--- config.mk ---
export PLATFORM = sky130hd
export DESIGN_NAME = char_lcd_nibble_write_sequencer
export DESIGN_NICKNAME = d
export VERILOG_FILES = /design/src/hw/rtl/lcdnw_pkg.sv /design/src/hw/rtl/lcdnw_front.sv /design/src/hw/rtl/lcdnw_queue.sv /design/src/hw/rtl/lcdnw_back.sv /design/src/hw/rtl/char_lcd_nibble_write_sequencer.sv
export VERILOG_INCLUDE_DIRS = /design/src /design/src/hw/rtl
export SDC_FILE = /design/constraint.sdc
export NUM_CORES = 1
export LEC_CHECK = 0
export BUFFER_PORTS_ARGS = -buffer_cell sky130_fd_sc_hd__buf_4
export CAP_MARGIN = 10
export CORE_MARGIN = 2
export CORE_UTILIZATION = 30
export CTS_CLUSTER_DIAMETER = 50
export CTS_CLUSTER_SIZE = 8
export DETAILED_ROUTE_END_ITERATION = 12
export GPL_ROUTABILITY_DRIVEN = 1
export PLACE_DENSITY = 0.45
export SYNTH_ARGS = -nofsm -noshare
export SYNTH_HDL_FRONTEND = slang
export SYNTH_HIERARCHICAL = 1
export SYNTH_SLANG_ARGS = --single-unit
--- constraint.sdc ---
create_clock -name clock -period 8.4 [get_ports clock]
set_input_delay 0.84 -clock clock [delete_from_list [all_inputs] [get_ports clock]]
set_output_delay 0.84 -clock clock [all_outputs]
set_load 0.005 [all_outputs]
--- src/hw/rtl/assert_macros.svh ---
// assertion helpers shared by the rtl modules
`ifndef ASSERT_MACROS_SVH
`define ASSERT_MACROS_SVH

// property checked on every rising clock edge outside reset
`define ASSERT_CLK(label, prop, msg) \
   label: assert property (@(posedge clock) disable iff (reset) (prop)) else $error(msg);

// property checked on every rising clock edge, reset included
`define ASSERT_ALWAYS(label, prop, msg) \
   label: assert property (@(posedge clock) (prop)) else $error(msg);

`endif

--- src/hw/rtl/lcdnw_pkg.sv ---
package lcdnw_pkg;

   // request kinds carried on req_tuser
   typedef enum logic [1:0] {
      REQ_INIT  = 2'd0,
      REQ_CMD   = 2'd1,
      REQ_DATA  = 2'd2,
      REQ_PLACE = 2'd3
   } req_kind_type;

   // configuration register indexes
   typedef enum logic [2:0] {
      CSR_ENABLE_PHASE = 3'd0,
      CSR_RS_SETUP     = 3'd1,
      CSR_POWER_UP     = 3'd2,
      CSR_INIT_GAP     = 3'd3,
      CSR_INIT_SETTLE  = 3'd4
   } csr_index_type;

   // operations handed from the front to the back
   typedef enum logic [2:0] {
      OP_BYTE        = 3'd0,
      OP_STROBE      = 3'd1,
      OP_WAIT_PWR    = 3'd2,
      OP_WAIT_GAP    = 3'd3,
      OP_WAIT_SETTLE = 3'd4
   } op_type;

   typedef enum logic [1:0] {
      FR_IDLE,
      FR_INIT,
      FR_PLACE,
      FR_DATA
   } front_state_type;

   typedef struct packed {
      op_type     op;
      logic       rs;
      logic [7:0] data;
      logic       last;
   } cmd_type;

   typedef struct packed {
      logic [9:0]  enable_phase_us;
      logic [15:0] rs_setup_us;
      logic [19:0] power_up_us;
      logic [15:0] init_gap_us;
      logic [19:0] init_settle_us;
   } cfg_type;

   localparam logic [9:0]  RST_ENABLE_PHASE = 10'd40;
   localparam logic [15:0] RST_RS_SETUP     = 16'd2000;
   localparam logic [19:0] RST_POWER_UP     = 20'd100000;
   localparam logic [15:0] RST_INIT_GAP     = 16'd1000;
   localparam logic [19:0] RST_INIT_SETTLE  = 20'd100000;

   localparam logic [7:0] CMD_FUNC_SET   = 8'h28;
   localparam logic [7:0] CMD_DISP_ON    = 8'h0C;
   localparam logic [7:0] CMD_ENTRY_MODE = 8'h06;
   localparam logic [7:0] CMD_CLEAR      = 8'h01;
   localparam logic [7:0] PLACE_LINE1    = 8'h7F;
   localparam logic [7:0] PLACE_LINE2    = 8'hBF;
   localparam logic [7:0] LINE_ONE       = 8'd1;
   localparam logic [7:0] LINE_TWO       = 8'd2;
   localparam logic [7:0] NIB_WAKE       = 8'h03;
   localparam logic [7:0] NIB_FOUR_BIT   = 8'h02;
   localparam logic [7:0] NIB_SETTLE     = 8'h01;
   localparam logic [7:0] NIB_ZERO       = 8'h00;

   localparam int unsigned INIT_CMDS = 14;
   localparam logic [3:0]  INIT_LAST_IDX = 4'(INIT_CMDS - 1);

   // power-up command list, one entry per queued operation
   function automatic cmd_type init_cmd(input logic [3:0] idx);
      cmd_type c;
      c.rs   = 1'b0;
      c.last = 1'b0;
      c.op   = OP_STROBE;
      c.data = NIB_WAKE;
      unique case (idx)
         4'd0: begin
            c.op   = OP_WAIT_PWR;
            c.data = NIB_ZERO;
         end
         4'd1, 4'd2, 4'd3: begin
            c.op   = OP_STROBE;
            c.data = NIB_WAKE;
         end
         4'd4: begin
            c.op   = OP_WAIT_GAP;
            c.data = NIB_WAKE;
         end
         4'd5, 4'd6, 4'd7: begin
            c.op   = OP_STROBE;
            c.data = NIB_FOUR_BIT;
         end
         4'd8: begin
            c.op   = OP_WAIT_GAP;
            c.data = NIB_FOUR_BIT;
         end
         4'd9: begin
            c.op   = OP_BYTE;
            c.data = CMD_FUNC_SET;
         end
         4'd10: begin
            c.op   = OP_BYTE;
            c.data = CMD_DISP_ON;
         end
         4'd11: begin
            c.op   = OP_BYTE;
            c.data = CMD_ENTRY_MODE;
         end
         4'd12: begin
            c.op   = OP_BYTE;
            c.data = CMD_CLEAR;
         end
         default: begin
            c.op   = OP_WAIT_SETTLE;
            c.data = NIB_SETTLE;
            c.last = 1'b1;
         end
      endcase
      return c;
   endfunction

endpackage

--- src/hw/rtl/lcdnw_front.sv ---
`include "assert_macros.svh"

module lcdnw_front import lcdnw_pkg::*; (
   input  logic         clock,
   input  logic         reset,
   input  logic         req_tvalid,
   output logic         req_tready,
   input  logic [1:0]   req_tuser,
   input  logic [23:0]  req_tdata,
   input  logic         q_full,
   output logic         q_push,
   output cmd_type      q_cmd
);

   front_state_type state_ff, state_in;
   logic [3:0]      idx_ff, idx_in;
   logic            rs_ff, rs_in;
   logic [7:0]      byte_ff, byte_in;
   logic [7:0]      place_ff, place_in;

   logic [7:0]      in_byte, in_line, in_col;
   req_kind_type    in_kind;

   assign in_byte = req_tdata[7:0];
   assign in_line = req_tdata[15:8];
   assign in_col  = req_tdata[23:16];
   assign in_kind = req_kind_type'(req_tuser);

   assign req_tready = (state_ff == FR_IDLE);

   // control state
   always_ff @(posedge clock) begin
      if (reset) begin
         state_ff <= FR_IDLE;
      end else begin
         state_ff <= state_in;
      end
   end

   // request payload
   always_ff @(posedge clock) begin
      idx_ff   <= idx_in;
      rs_ff    <= rs_in;
      byte_ff  <= byte_in;
      place_ff <= place_in;
   end

   // classify the request and queue its operations one per cycle unless q_full
   always_comb begin
      state_in = state_ff;
      idx_in   = idx_ff;
      rs_in    = rs_ff;
      byte_in  = byte_ff;
      place_in = place_ff;
      q_push   = 1'b0;
      q_cmd    = init_cmd(idx_ff);
      unique case (state_ff)
         FR_IDLE: begin
            if (req_tvalid) begin
               idx_in  = 4'd0;
               byte_in = in_byte;
               rs_in   = 1'b1;
               unique case (in_kind)
                  REQ_INIT: state_in = FR_INIT;
                  REQ_CMD: begin
                     rs_in    = 1'b0;
                     state_in = FR_DATA;
                  end
                  REQ_DATA: state_in = FR_DATA;
                  default: begin
                     if (in_line == LINE_ONE) begin
                        place_in = in_col + PLACE_LINE1;
                        state_in = FR_PLACE;
                     end else if (in_line == LINE_TWO) begin
                        place_in = in_col + PLACE_LINE2;
                        state_in = FR_PLACE;
                     end else begin
                        state_in = FR_DATA;
                     end
                  end
               endcase
            end
         end
         FR_INIT: begin
            q_cmd = init_cmd(idx_ff);
            if (!q_full) begin
               q_push = 1'b1;
               idx_in = idx_ff + 4'd1;
               if (idx_ff == INIT_LAST_IDX) begin
                  state_in = FR_IDLE;
               end
            end
         end
         FR_PLACE: begin
            q_cmd.op   = OP_BYTE;
            q_cmd.rs   = 1'b0;
            q_cmd.data = place_ff;
            q_cmd.last = 1'b0;
            if (!q_full) begin
               q_push   = 1'b1;
               state_in = FR_DATA;
            end
         end
         default: begin
            q_cmd.op   = OP_BYTE;
            q_cmd.rs   = rs_ff;
            q_cmd.data = byte_ff;
            q_cmd.last = 1'b1;
            if (!q_full) begin
               q_push   = 1'b1;
               state_in = FR_IDLE;
            end
         end
      endcase
   end

   `ASSERT_CLK(a_idle_no_push, (state_ff == FR_IDLE) |-> !q_push,
      "front queued an operation while idle")
   `ASSERT_CLK(a_last_leaves, (q_push && q_cmd.last) |=> (state_ff == FR_IDLE),
      "front stayed busy after queuing the final operation")

endmodule

--- src/hw/rtl/lcdnw_queue.sv ---
`include "assert_macros.svh"

module lcdnw_queue import lcdnw_pkg::*; #(
   parameter int unsigned DEPTH = 4
) (
   input  logic    clock,
   input  logic    reset,
   input  logic    push,
   input  cmd_type push_cmd,
   output logic    full,
   input  logic    pop,
   output logic    head_valid,
   output cmd_type head_cmd
);

   localparam int unsigned PW = (DEPTH > 1) ? $clog2(DEPTH) : 1;
   localparam int unsigned CW = $clog2(DEPTH + 1);
   localparam logic [PW-1:0] PTR_MAX = PW'(DEPTH - 1);
   localparam logic [CW-1:0] CNT_MAX = CW'(DEPTH);

   cmd_type         slots_ff [DEPTH];
   logic [PW-1:0]   wr_ff, wr_in;
   logic [PW-1:0]   rd_ff, rd_in;
   logic [CW-1:0]   cnt_ff, cnt_in;
   logic            do_push, do_pop;

   assign full       = (cnt_ff == CNT_MAX);
   assign head_valid = (cnt_ff != '0);
   assign head_cmd   = slots_ff[rd_ff];
   assign do_push    = push && !full;
   assign do_pop     = pop && head_valid;

   // pointer and fill count update
   always_comb begin
      wr_in  = wr_ff;
      rd_in  = rd_ff;
      cnt_in = cnt_ff;
      if (do_push) begin
         wr_in = (wr_ff == PTR_MAX) ? '0 : wr_ff + PW'(1);
      end
      if (do_pop) begin
         rd_in = (rd_ff == PTR_MAX) ? '0 : rd_ff + PW'(1);
      end
      if (do_push && !do_pop) begin
         cnt_in = cnt_ff + CW'(1);
      end else if (do_pop && !do_push) begin
         cnt_in = cnt_ff - CW'(1);
      end
   end

   always_ff @(posedge clock) begin
      if (reset) begin
         wr_ff  <= '0;
         rd_ff  <= '0;
         cnt_ff <= '0;
      end else begin
         wr_ff  <= wr_in;
         rd_ff  <= rd_in;
         cnt_ff <= cnt_in;
      end
   end

   // slot storage
   always_ff @(posedge clock) begin
      if (do_push) begin
         slots_ff[wr_ff] <= push_cmd;
      end
   end

   `ASSERT_CLK(a_count_tracks,
      cnt_ff == $past(cnt_ff) + CW'($past(do_push)) - CW'($past(do_pop)) || $past(reset),
      "queue fill count lost track of pushes and pops")

endmodule

--- src/hw/rtl/lcdnw_back.sv ---
`include "assert_macros.svh"

module lcdnw_back import lcdnw_pkg::*; (
   input  logic         clock,
   input  logic         reset,
   input  cfg_type      cfg,
   input  logic         q_valid,
   input  cmd_type      q_cmd,
   output logic         q_pop,
   output logic         rsp_tvalid,
   input  logic         rsp_tready,
   output logic         rsp_rs,
   output logic [3:0]   rsp_nibble,
   output logic         rsp_enable,
   output logic [19:0]  rsp_hold_us,
   output logic         rsp_last
);

   localparam logic [2:0] STEP_BYTE_END   = 3'd6;
   localparam logic [2:0] STEP_STROBE_END = 3'd2;

   cmd_type      cur_ff, cur_in;
   logic         busy_ff, busy_in;
   logic [2:0]   step_ff, step_in;
   logic         valid_ff, valid_in;
   logic         rs_ff, rs_in;
   logic [3:0]   nib_ff, nib_in;
   logic         en_ff, en_in;
   logic [19:0]  hold_ff, hold_in;
   logic         last_ff, last_in;

   logic         advance, fire, final_step, load;
   logic [3:0]   e_nib;
   logic         e_en;
   logic [19:0]  e_hold;
   logic [19:0]  phase_hold;

   assign phase_hold = 20'(cfg.enable_phase_us);

   // pin state for the current operation step
   always_comb begin
      e_nib      = cur_ff.data[3:0];
      e_en       = 1'b0;
      e_hold     = phase_hold;
      final_step = 1'b1;
      unique case (cur_ff.op)
         OP_BYTE: begin
            final_step = (step_ff == STEP_BYTE_END);
            e_nib      = (step_ff < 3'd4) ? cur_ff.data[7:4] : cur_ff.data[3:0];
            e_en       = (step_ff == 3'd2) || (step_ff == 3'd5);
            e_hold     = (step_ff == 3'd0) ? 20'(cfg.rs_setup_us) : phase_hold;
         end
         OP_STROBE: begin
            final_step = (step_ff == STEP_STROBE_END);
            e_en       = (step_ff == 3'd1);
         end
         OP_WAIT_PWR:    e_hold = cfg.power_up_us;
         OP_WAIT_GAP:    e_hold = 20'(cfg.init_gap_us);
         default:        e_hold = cfg.init_settle_us;
      endcase
   end

   // step sequencing and output register
   always_comb begin
      advance  = !valid_ff || rsp_tready;
      fire     = busy_ff && advance;
      load     = q_valid && (!busy_ff || (fire && final_step));
      q_pop    = load;
      cur_in   = load ? q_cmd : cur_ff;
      busy_in  = load ? 1'b1 : ((fire && final_step) ? 1'b0 : busy_ff);
      step_in  = (load || (fire && final_step)) ? 3'd0 :
                 (fire ? step_ff + 3'd1 : step_ff);
      valid_in = fire ? 1'b1 : (rsp_tready ? 1'b0 : valid_ff);
      rs_in    = fire ? cur_ff.rs : rs_ff;
      nib_in   = fire ? e_nib : nib_ff;
      en_in    = fire ? e_en : en_ff;
      hold_in  = fire ? e_hold : hold_ff;
      last_in  = fire ? (cur_ff.last && final_step) : last_ff;
   end

   always_ff @(posedge clock) begin
      if (reset) begin
         busy_ff  <= 1'b0;
         step_ff  <= 3'd0;
         valid_ff <= 1'b0;
      end else begin
         busy_ff  <= busy_in;
         step_ff  <= step_in;
         valid_ff <= valid_in;
      end
   end

   always_ff @(posedge clock) begin
      cur_ff  <= cur_in;
      rs_ff   <= rs_in;
      nib_ff  <= nib_in;
      en_ff   <= en_in;
      hold_ff <= hold_in;
      last_ff <= last_in;
   end

   assign rsp_tvalid  = valid_ff;
   assign rsp_rs      = rs_ff;
   assign rsp_nibble  = nib_ff;
   assign rsp_enable  = en_ff;
   assign rsp_hold_us = hold_ff;
   assign rsp_last    = last_ff;

   `ASSERT_CLK(a_step_range, step_ff <= STEP_BYTE_END,
      "operation step counter ran past a byte write")
   `ASSERT_CLK(a_strobe_not_last, (valid_ff && en_ff) |-> !last_ff,
      "a request ended with the enable strobe high")

endmodule

--- src/hw/rtl/char_lcd_nibble_write_sequencer.sv ---
// channel | direction | handshake               | payload
// req     | in        | req_tvalid / req_tready | tuser kind, tdata byte/line/column
// rsp     | out       | rsp_tvalid / rsp_tready | tdata pin state + hold, tlast
// csr     | in        | csr_we                  | csr_index, csr_wdata
//
// a request yields 7 to 50 pin-state words, one per cycle while rsp_tready is high;
// the first word passes the front state, a queue slot, cur_ff and output register.
// the front queues one operation per cycle unless the queue is full and takes the
// next request once the last operation of the current one is queued; the back sets
// the word rate. reset is synchronous and active high; it empties the queue and
// restores the register defaults; a stalled word holds in the output register.
module char_lcd_nibble_write_sequencer import lcdnw_pkg::*; #(
   parameter int unsigned QUEUE_DEPTH = 4
) (
   input  logic         clock,
   input  logic         reset,
   input  logic         req_tvalid,
   output logic         req_tready,
   input  logic [1:0]   req_tuser,   // req_kind_type
   input  logic [23:0]  req_tdata,   // data_byte, line, column
   output logic         rsp_tvalid,
   input  logic         rsp_tready,
   output logic [31:0]  rsp_tdata,   // rs, nibble, enable, hold_us, zero fill
   output logic         rsp_tlast,
   input  logic         csr_we,
   input  logic [2:0]   csr_index,
   input  logic [19:0]  csr_wdata
);

   cfg_type       cfg_ff, cfg_in;
   logic          q_full, q_push, q_pop, q_valid;
   cmd_type       push_cmd, head_cmd;
   logic          o_rs, o_en;
   logic [3:0]    o_nib;
   logic [19:0]   o_hold;

   // register writes, values cut to their widths
   always_comb begin
      cfg_in = cfg_ff;
      if (csr_we) begin
         unique case (csr_index_type'(csr_index))
            CSR_ENABLE_PHASE: cfg_in.enable_phase_us = csr_wdata[9:0];
            CSR_RS_SETUP:     cfg_in.rs_setup_us     = csr_wdata[15:0];
            CSR_POWER_UP:     cfg_in.power_up_us     = csr_wdata;
            CSR_INIT_GAP:     cfg_in.init_gap_us     = csr_wdata[15:0];
            CSR_INIT_SETTLE:  cfg_in.init_settle_us  = csr_wdata;
            default:          cfg_in = cfg_ff;
         endcase
      end
   end

   always_ff @(posedge clock) begin
      if (reset) begin
         cfg_ff.enable_phase_us <= RST_ENABLE_PHASE;
         cfg_ff.rs_setup_us     <= RST_RS_SETUP;
         cfg_ff.power_up_us     <= RST_POWER_UP;
         cfg_ff.init_gap_us     <= RST_INIT_GAP;
         cfg_ff.init_settle_us  <= RST_INIT_SETTLE;
      end else begin
         cfg_ff <= cfg_in;
      end
   end

   lcdnw_front u_front (
      .clock      (clock),
      .reset      (reset),
      .req_tvalid (req_tvalid),
      .req_tready (req_tready),
      .req_tuser  (req_tuser),
      .req_tdata  (req_tdata),
      .q_full     (q_full),
      .q_push     (q_push),
      .q_cmd      (push_cmd)
   );

   lcdnw_queue #(
      .DEPTH (QUEUE_DEPTH)
   ) u_queue (
      .clock      (clock),
      .reset      (reset),
      .push       (q_push),
      .push_cmd   (push_cmd),
      .full       (q_full),
      .pop        (q_pop),
      .head_valid (q_valid),
      .head_cmd   (head_cmd)
   );

   lcdnw_back u_back (
      .clock       (clock),
      .reset       (reset),
      .cfg         (cfg_ff),
      .q_valid     (q_valid),
      .q_cmd       (head_cmd),
      .q_pop       (q_pop),
      .rsp_tvalid  (rsp_tvalid),
      .rsp_tready  (rsp_tready),
      .rsp_rs      (o_rs),
      .rsp_nibble  (o_nib),
      .rsp_enable  (o_en),
      .rsp_hold_us (o_hold),
      .rsp_last    (rsp_tlast)
   );

   // output word packing
   assign rsp_tdata = {6'd0, o_hold, o_en, o_nib, o_rs};

endmodule
# Yosys cells after proc, flatten, opt, wreduce, memory -nomap -nowiden
# Memory sizes are Yosys's and may differ from the RTL's. A register that Yosys moved wholly into a read port is not among the register bits.
# Cells that the tools add are included.
[classes] reduce_logical=48 magnitude_cmp=1 eq_ne=38 addsub=8 muxes=37 bitwise_logic=1
[op_table] operator="20-bit one-hot mux with 4 select lines" n=1
[op_table] operator="6-bit one-hot mux with 6 select lines" n=1
[op_table] operator="13-bit one-hot mux with 2 select lines" n=1
[op_table] operator="4-bit == test, second input constant" n=6
[op_table] operator="4-bit by 3-bit == test with 1-bit output, second input constant" n=4
[op_table] operator="16-bit two-way mux" n=1
[op_table] operator="2-bit two-way mux" n=8
[op_table] operator="4-bit two-way mux" n=4
[op_table] operator="8-bit two-way mux" n=2
[op_table] operator="3-bit by 2-bit == test with 1-bit output, second input constant" n=5
[op_table] operator="13-bit OR reduction" n=1
[op_table] operator="3-bit == test, second input constant" n=4
[op_table] operator="3-bit one-hot mux with 4 select lines" n=1
[op_table] operator="2-bit AND reduction" n=6
[op_table] operator="4-bit OR reduction" n=3
[op_table] operator="1-bit two-way mux" n=11
[op_table] operator="2-bit nonzero test" n=5
[op_table] operator="3-bit by 1-bit == test with 1-bit output, second input constant" n=3
[op_table] operator="3-bit logical NOT" n=3
[op_table] operator="8-bit by 7-bit adder with 8-bit output, second input constant" n=1
[op_table] operator="8-bit adder, second input constant" n=1
[op_table] operator="2-bit == test, second input constant" n=4
[op_table] operator="4-bit by 2-bit == test with 1-bit output, second input constant" n=2
[op_table] operator="8-bit by 1-bit == test with 1-bit output, second input constant" n=1
[op_table] operator="other kinds (28)" n=54
[word_totals] mem_count=1 out_inout_bits=35 in_bits=54 ramBits=52 reg_bits=144 elab_cells=155
[memory_table] memory="u_queue.slots_ff" depth=4 word_bits=13 read_ports=1 rd_ports_with_merged_regs=1 wr=1 line_no="lcdnw_queue.sv:21" source="cmd_type slots_ff [DEPTH];"

# Longest topological paths before layout
[depth] ltp_word=10 depth_mapped=12 ltp_nobuf=12

# By module
# Netlist, hierarchy kept.
[modules_own_cells] mod="char_lcd_nibble_write_sequencer" instances=1 area_per_inst_um2=3324.4 seq_area_each_um2=1641.6 cells_each=312
[modules_own_cells] mod="lcdnw_back" instances=1 area_per_inst_um2=2412.3 seq_area_each_um2=1301.2 cells_each=197
[modules_own_cells] mod="lcdnw_queue" instances=1 area_per_inst_um2=2363.5 seq_area_each_um2=1741.7 cells_each=117
[modules_own_cells] mod="lcdnw_front" instances=1 area_per_inst_um2=1426.4 seq_area_each_um2=670.6 cells_each=137

# Worst setup path before layout
# No wires, ideal clock.
[synth_timing] kind="register to register" start="register u_back.step_ff[0]" end="register u_queue.cnt_ff[2]" arrival_ns=2.946 path_slack_ns=5.383 synth_period_minus_slack_ns=3.017 stages_incl_launch_ff=13 path_buffers=0 setup_ns=0.070 required_time_ns=8.330 cell_sequence="dfxtp_1 -> inv_1 -> ha_1 -> a211oi_2 -> o21ai_0 -> and2_1 -> o31ai_2 -> ha_1 -> inv_1 -> fa_1 -> xor2_1 -> or3_2 -> a21oi_1"
[synth_via] elab_chain_len=9 elab_cells_between_ends=12 cone_classes="eq/ne: 2; mux: 2; reduce/logical: 8"
[synth_rtl] item="start: declaration" line_no="lcdnw_back.sv:24" source="logic [2:0] step_ff, step_in;"
[synth_rtl] item="start signal: assignment" line_no="lcdnw_back.sv:88" source="step_ff <= step_in;"
[synth_rtl] item="3-bit by 2-bit == test with 1-bit output or 3-bit == test (tied branches)" line_no="lcdnw_back.sv:54, lcdnw_back.sv:48"
[synth_rtl] item="1-bit one-hot mux with 2 select lines *" line_no="lcdnw_back.sv:46" source="unique case (cur_ff.op)"
[synth_rtl] item="1-bit logical AND *" line_no="lcdnw_back.sv:67" source="load = q_valid && (!busy_ff || (fire && final_step));"
[synth_rtl] item="1-bit logical OR *" line_no="lcdnw_back.sv:67"
[synth_rtl] item="1-bit logical AND *" line_no="lcdnw_back.sv:67"
[synth_rtl] item="named net q_pop" line_no="char_lcd_nibble_write_sequencer.sv:31" source="logic q_full, q_push, q_pop, q_valid;"
[synth_rtl] item="1-bit logical AND *" line_no="lcdnw_queue.sv:31" source="assign do_pop = pop && head_valid;"
[synth_rtl] item="1-bit logical NOT" line_no="lcdnw_queue.sv:44" source="if (do_push && !do_pop) begin"
[synth_rtl] item="1-bit logical AND" line_no="lcdnw_queue.sv:44"
[synth_rtl] item="3-bit two-way mux or 2-bit nonzero test (tied branches)"
[synth_rtl] item="end signal: assignment" line_no="lcdnw_queue.sv:59" source="cnt_ff <= cnt_in;"
[synth_rtl] item="end: declaration" line_no="lcdnw_queue.sv:24" source="logic [CW-1:0] cnt_ff, cnt_in;"
# Mark *: on every way through the listed nets, which the timed path passes. The rest lies on a longest branch.
# A chain may end at the register's enable or synchronous reset.

# Final worst setup path
[layout_timing] start="register u_back/cur_ff[10] (netlist name)" end="register u_queue.cnt_ff[2]"
[layout_via] elab_chain_len=9 elab_cells_between_ends=12 cone_classes="eq/ne: 1; mux: 2; reduce/logical: 9"
[layout_rtl] item="3-bit by 1-bit == test with 1-bit output or 3-bit logical NOT (tied branches)" line_no="lcdnw_back.sv:46"
[layout_rtl] item="1-bit one-hot mux with 2 select lines *" line_no="lcdnw_back.sv:46"
[layout_rtl] item="1-bit logical AND *" line_no="lcdnw_back.sv:67"
[layout_rtl] item="1-bit logical OR *" line_no="lcdnw_back.sv:67"
[layout_rtl] item="1-bit logical AND *" line_no="lcdnw_back.sv:67"
[layout_rtl] item="named net q_pop" line_no="char_lcd_nibble_write_sequencer.sv:31"
[layout_rtl] item="1-bit logical AND *" line_no="lcdnw_queue.sv:31"
[layout_rtl] item="1-bit logical NOT" line_no="lcdnw_queue.sv:44"
[layout_rtl] item="1-bit logical AND" line_no="lcdnw_queue.sv:44"
[layout_rtl] item="3-bit two-way mux or 2-bit nonzero test (tied branches)"
# Marked as above.

==> summary.txt <==
Worst setup path
  – Crit path largest cell delay: 0.48 ns
  – WP data arrival: 4.16 ns
  – Critical Path Start Type: flop
  – Crit-path most repeated cell: xor2_1
  – Crit end category: flop
  – CP Buf/Inv Count: 2
  – Worst-path cell chain: buf_4 -> xor2_1 -> a211oi_2 -> o21ai_0 -> and2_1 -> o31ai_2 -> ha_1 -> inv_1 -> fa_1 -> xor2_1 -> or3_2 -> a21oi_1
  – Number of cells on the worst reg-to-reg path: 12
  – Top delay family on crit path: compound AO/OA/AOI/OAI gates
  – CP Max Fanout: 31
  – WP depth: 12
  – Kind of critical path: flop to flop
  – Worst endpoint required time: 8.84 ns
  – Slowest CP cell: a211oi_2

Yosys
  – Ys async rst share: 0%
  – #FFs+latches synth: 211
  – Sequential-to-total area share from yosys stat: 56.21%
  – Unique masters post-synth: 64
  – Cell Area, Synth: 0.009527 sq mm
  – Cells after Synth: 763
  – Synth Flop Type: edfxtp_1
  – Post-Syn Area per Cell: 12.49 sq um
  – EDFF count, synth: 113
  – Synth Warn #: 6

CTS
  – Post-CTS Setup Inserts: 0
  – Clock sinks: between 200 and 250
  – Post-CTS Resized: 0
  – TritonCTS Buffers: 34
  – Cts hold-fix bufs: 0
  – Root buf cell: clkbuf_16
  – Worst-path clk slew: 0.05 ns
  – H-tree levels: 2
  – Deepest clock path buffer count: 3
  – Worst-Skew Late Latency: 0.52 ns
  – TritonCTS clock tree: built

Routing
  – Post-route ant nets: 0
  – Via count: 5781
  – Wirelength, routed: 21030 um
  – DR WL/cell: 16.56 um
  – DRT iter0 DRCs: roughly 280
  – # DRC: 0
  – Drt pass-1 iters: 6
  – Vias per cell: 4.552

Global routing
  – Gr usage total: between 10% and 20%
  – Largest net degree at the start of global routing: 80
  – First-pass GRT wire length: 33570 um
  – Initial antenna violation count: 0
  – Congestion Overflow GR: 0
  – Vias in the first global route: 5896

Timing
  – Max-slew violation count: 0
  – RSZ-0062 raised after global routing: no
  – Tmin final: roughly 3.7 ns
  – Slew HR: 29.87%
  – Worst slew pin tran: 1.046 ns
  – Fmax: 269.2 MHz
  – Setup TNS: 0 ns
  – Setup Skew: 0.03325 ns
  – Final Hold Vio Count: 0
  – Final Worst Setup Slack: 4.685 ns
  – Final setup viols: 0
  – Period utilisation layout: 44.23%

Min path
  – Worst min path class: flop to flop
  – WHS Path Cells: 0

Power
  – Design Power: 0.003446 W
  – Cell Pwr Density: 300.4 mW/mm^2
  – Pleak: 4.455 nW
  – Max VDD drop: around 0.13 mV

Floorplan
  – DIE AREA: 0.03320 sq mm
  – Cell Rows: 65
  – Initial cell density of the core: 30.35%
  – CORE AREA: 0.03139 sq mm
  – Die Y: 182.2 um
  – I/O Pins: 89
  – DIE WIDTH: 182.2 um

Run
  – Number of max-cap violations: 0

Status
  – Status: finished, final reports clean

Finish
  – Ant. Diodes: 0
  – Share of cells above drive strength 1: between 20% and 30%
  – Final core occ: 36.54%
  – Final nets: 920
  – P&R area growth vs syn: 20.40%

Placed design
  – DP HPWL: 12930 um
  – Number of buffers inserted by port buffering: 82
  – Worst slack, placed: between 4 and 5 ns
  – GP Congestion: 0.7152
-- cell usage in the layout, fill, tap and decap left out, types with 2 or more instances in the layout --
cell / n
dfxtp_1: 98
a21oi_1: 21
and3_2: 4
nand4b_1: 2
nand3_1: 6
clkbuf_1: 20
o31ai_2: 2
xnor2_1: 6
nor3_1: 7
nor2_1: 54
inv_1: 23
nand4bb_1: 2
mux2_2: 31
and2_1: 3
edfxtp_1: 113
clkinv_4: 2
clkbuf_16: 34
or3_2: 2
nor2_2: 2
and3_1: 2
or3_4: 2
conb_1: 6
nand2_1: 43
nand2b_1: 79
mux2i_1: 100
ha_1: 22
o21ai_0: 17
nand3b_1: 2
and4bb_2: 2
buf_4: 88
mux4_2: 13
xor2_1: 7
a221oi_1: 6
o221ai_1: 9
nor2b_1: 5
-- worst register-to-register path, cell delays in order, from the launching register on --
cell,delay (ns)
edfxtp_1,0.31
buf_4,0.38
xor2_1,0.15
a211oi_2,0.48
o21ai_0,0.16
and2_1,0.44
o31ai_2,0.24
ha_1,0.26
inv_1,0.07
fa_1,0.43
xor2_1,0.16
or3_2,0.41
a21oi_1,0.14
-- synth_stat cells, types with 2 or more instances --
| library cell | count | area [sq um] |
|---|---|---|
| edfxtp_1 | 113 | 3393 |
| mux2i_1 | 100 | 1001 |
| dfxtp_1 | 98 | 1962 |
| nand2b_1 | 79 | 494.2 |
| nor2_1 | 54 | 202.7 |
| nand2_1 | 43 | 161.4 |
| mux2_2 | 31 | 349.1 |
| inv_1 | 23 | 86.33 |
| ha_1 | 22 | 275.3 |
| a21oi_1 | 21 | 105.1 |
| buf_2 | 17 | 85.08 |
| o21ai_0 | 17 | 85.08 |
| clkbuf_1 | 15 | 56.30 |
| mux4_2 | 13 | 292.8 |
| buf_4 | 9 | 67.56 |
| o221ai_1 | 9 | 78.83 |
| nor3_1 | 7 | 35.03 |
| xor2_1 | 7 | 61.31 |
| a221oi_1 | 6 | 52.55 |
| buf_6 | 6 | 67.56 |
| nand3_1 | 6 | 30.03 |
| xnor2_1 | 6 | 52.55 |
| nor2b_1 | 5 | 31.28 |
| and3_2 | 4 | 30.03 |
| and2_1 | 3 | 18.77 |
| and3_1 | 2 | 12.51 |
| and4bb_2 | 2 | 25.02 |
| buf_1 | 2 | 7.510 |
| nand3b_1 | 2 | 15.01 |
| nand4b_1 | 2 | 17.52 |
| nand4bb_1 | 2 | 22.52 |
| nor2_2 | 2 | 12.51 |
| o31ai_2 | 2 | 25.02 |
| or3_2 | 2 | 15.01 |
| or3_4 | 2 | 22.52 |
-- path summary, 6_finish.rpt --
kind	startpoint	end	slack (ns)
worst min register to register	u_back/cur_ff[9]	u_back/rsp_rs	0.44
worst max register to register	u_back/cur_ff[10]	u_queue/cnt_ff[2]	4.68
worst max-delay path	u_back/cur_ff[10]	u_queue/cnt_ff[2]	4.68
worst min-delay path	u_back/cur_ff[9]	u_back/rsp_rs	0.44
-- sequential cells by signal, indices dropped and copies added, names as in the netlist, named ones only --
register and cells:
u_queue/slots_ff 52, cfg_ff 82, u_front/place_ff 8, u_back/cur_ff 13
u_back/rsp_nibble 4, u_front/byte_ff 8, u_back/rsp_rs 1, u_back/busy_ff 1
u_back/rsp_tvalid 1, u_back/rsp_hold_us 20, u_back/rsp_last 1, u_queue/rd_ff 2
u_front/state_ff 2, u_queue/wr_ff 2, u_queue/cnt_ff 3, u_back/rsp_enable 1
u_front/rs_ff 1, u_front/idx_ff 4, u_back/step_ff 3
-- kinds of logic after synthesis --
group	Yosys count	synth area share, %
flip-flops	211	56.21
AO/OA/AOI/OAI	68	4.781
other	1	0.03936
multiplexers	144	17.24
AND/OR/NAND/NOR	229	13.41
adder cells (fa/ha/maj)	23	3.100
XOR/XNOR	13	1.195
buffers and inverters	74	4.019
-- power breakdown --
group	leakage (nW)	total [W]	internal (W)	switching (W)
Combinational	2.11	0.000751	0.000333	0.000418
Sequential	1.85	0.00140	0.00132	0.0000851
Clock	0.494	0.00129	0.000804	0.000489
Total	4.45	0.00345	0.00245	0.000992
-- metrics by stage --
| step | hold slack [ns] | instance area (sq um) | cells |
|---|---|---|---|
| floorplan | 0.4003 | 9545 | 768 |
| finish | 0.4357 | 11470 | 1270 |
| detailed placement | 0.4264 | 10430 | 1209 |
| global placement | 0.4205 | 10430 | 1209 |
| global route | 0.4457 | 11470 | 1270 |
| CTS | 0.4384 | 11470 | 1270 |
-- layer usage --
| metal | track usage [%] | vias up | wire [um] |
|---|---|---|---|
| met5 | 0 | - | 0 |
| met4 | 4.355 | 0 | 437 |
| met3 | 2.774 | 35 | 826 |
| met2 | 20.00 | 109 | 9319 |
| met1 | 17.98 | 2758 | 10450 |
| li1 | - | 2879 | - |
-- area by class of cell --
type | instances | area [sq um]
clock inverters | 6 | 105.1
well taps | 402 | 503.0
clock buffers | 55 | 939.7
fillers | 3058 | 19920
flip-flops and latches | 211 | 5355
repair buffers | 88 | 660.6
multi-input cells | 483 | 3807
inverters | 25 | 98.84
Power figures use the tool's default switching activity.
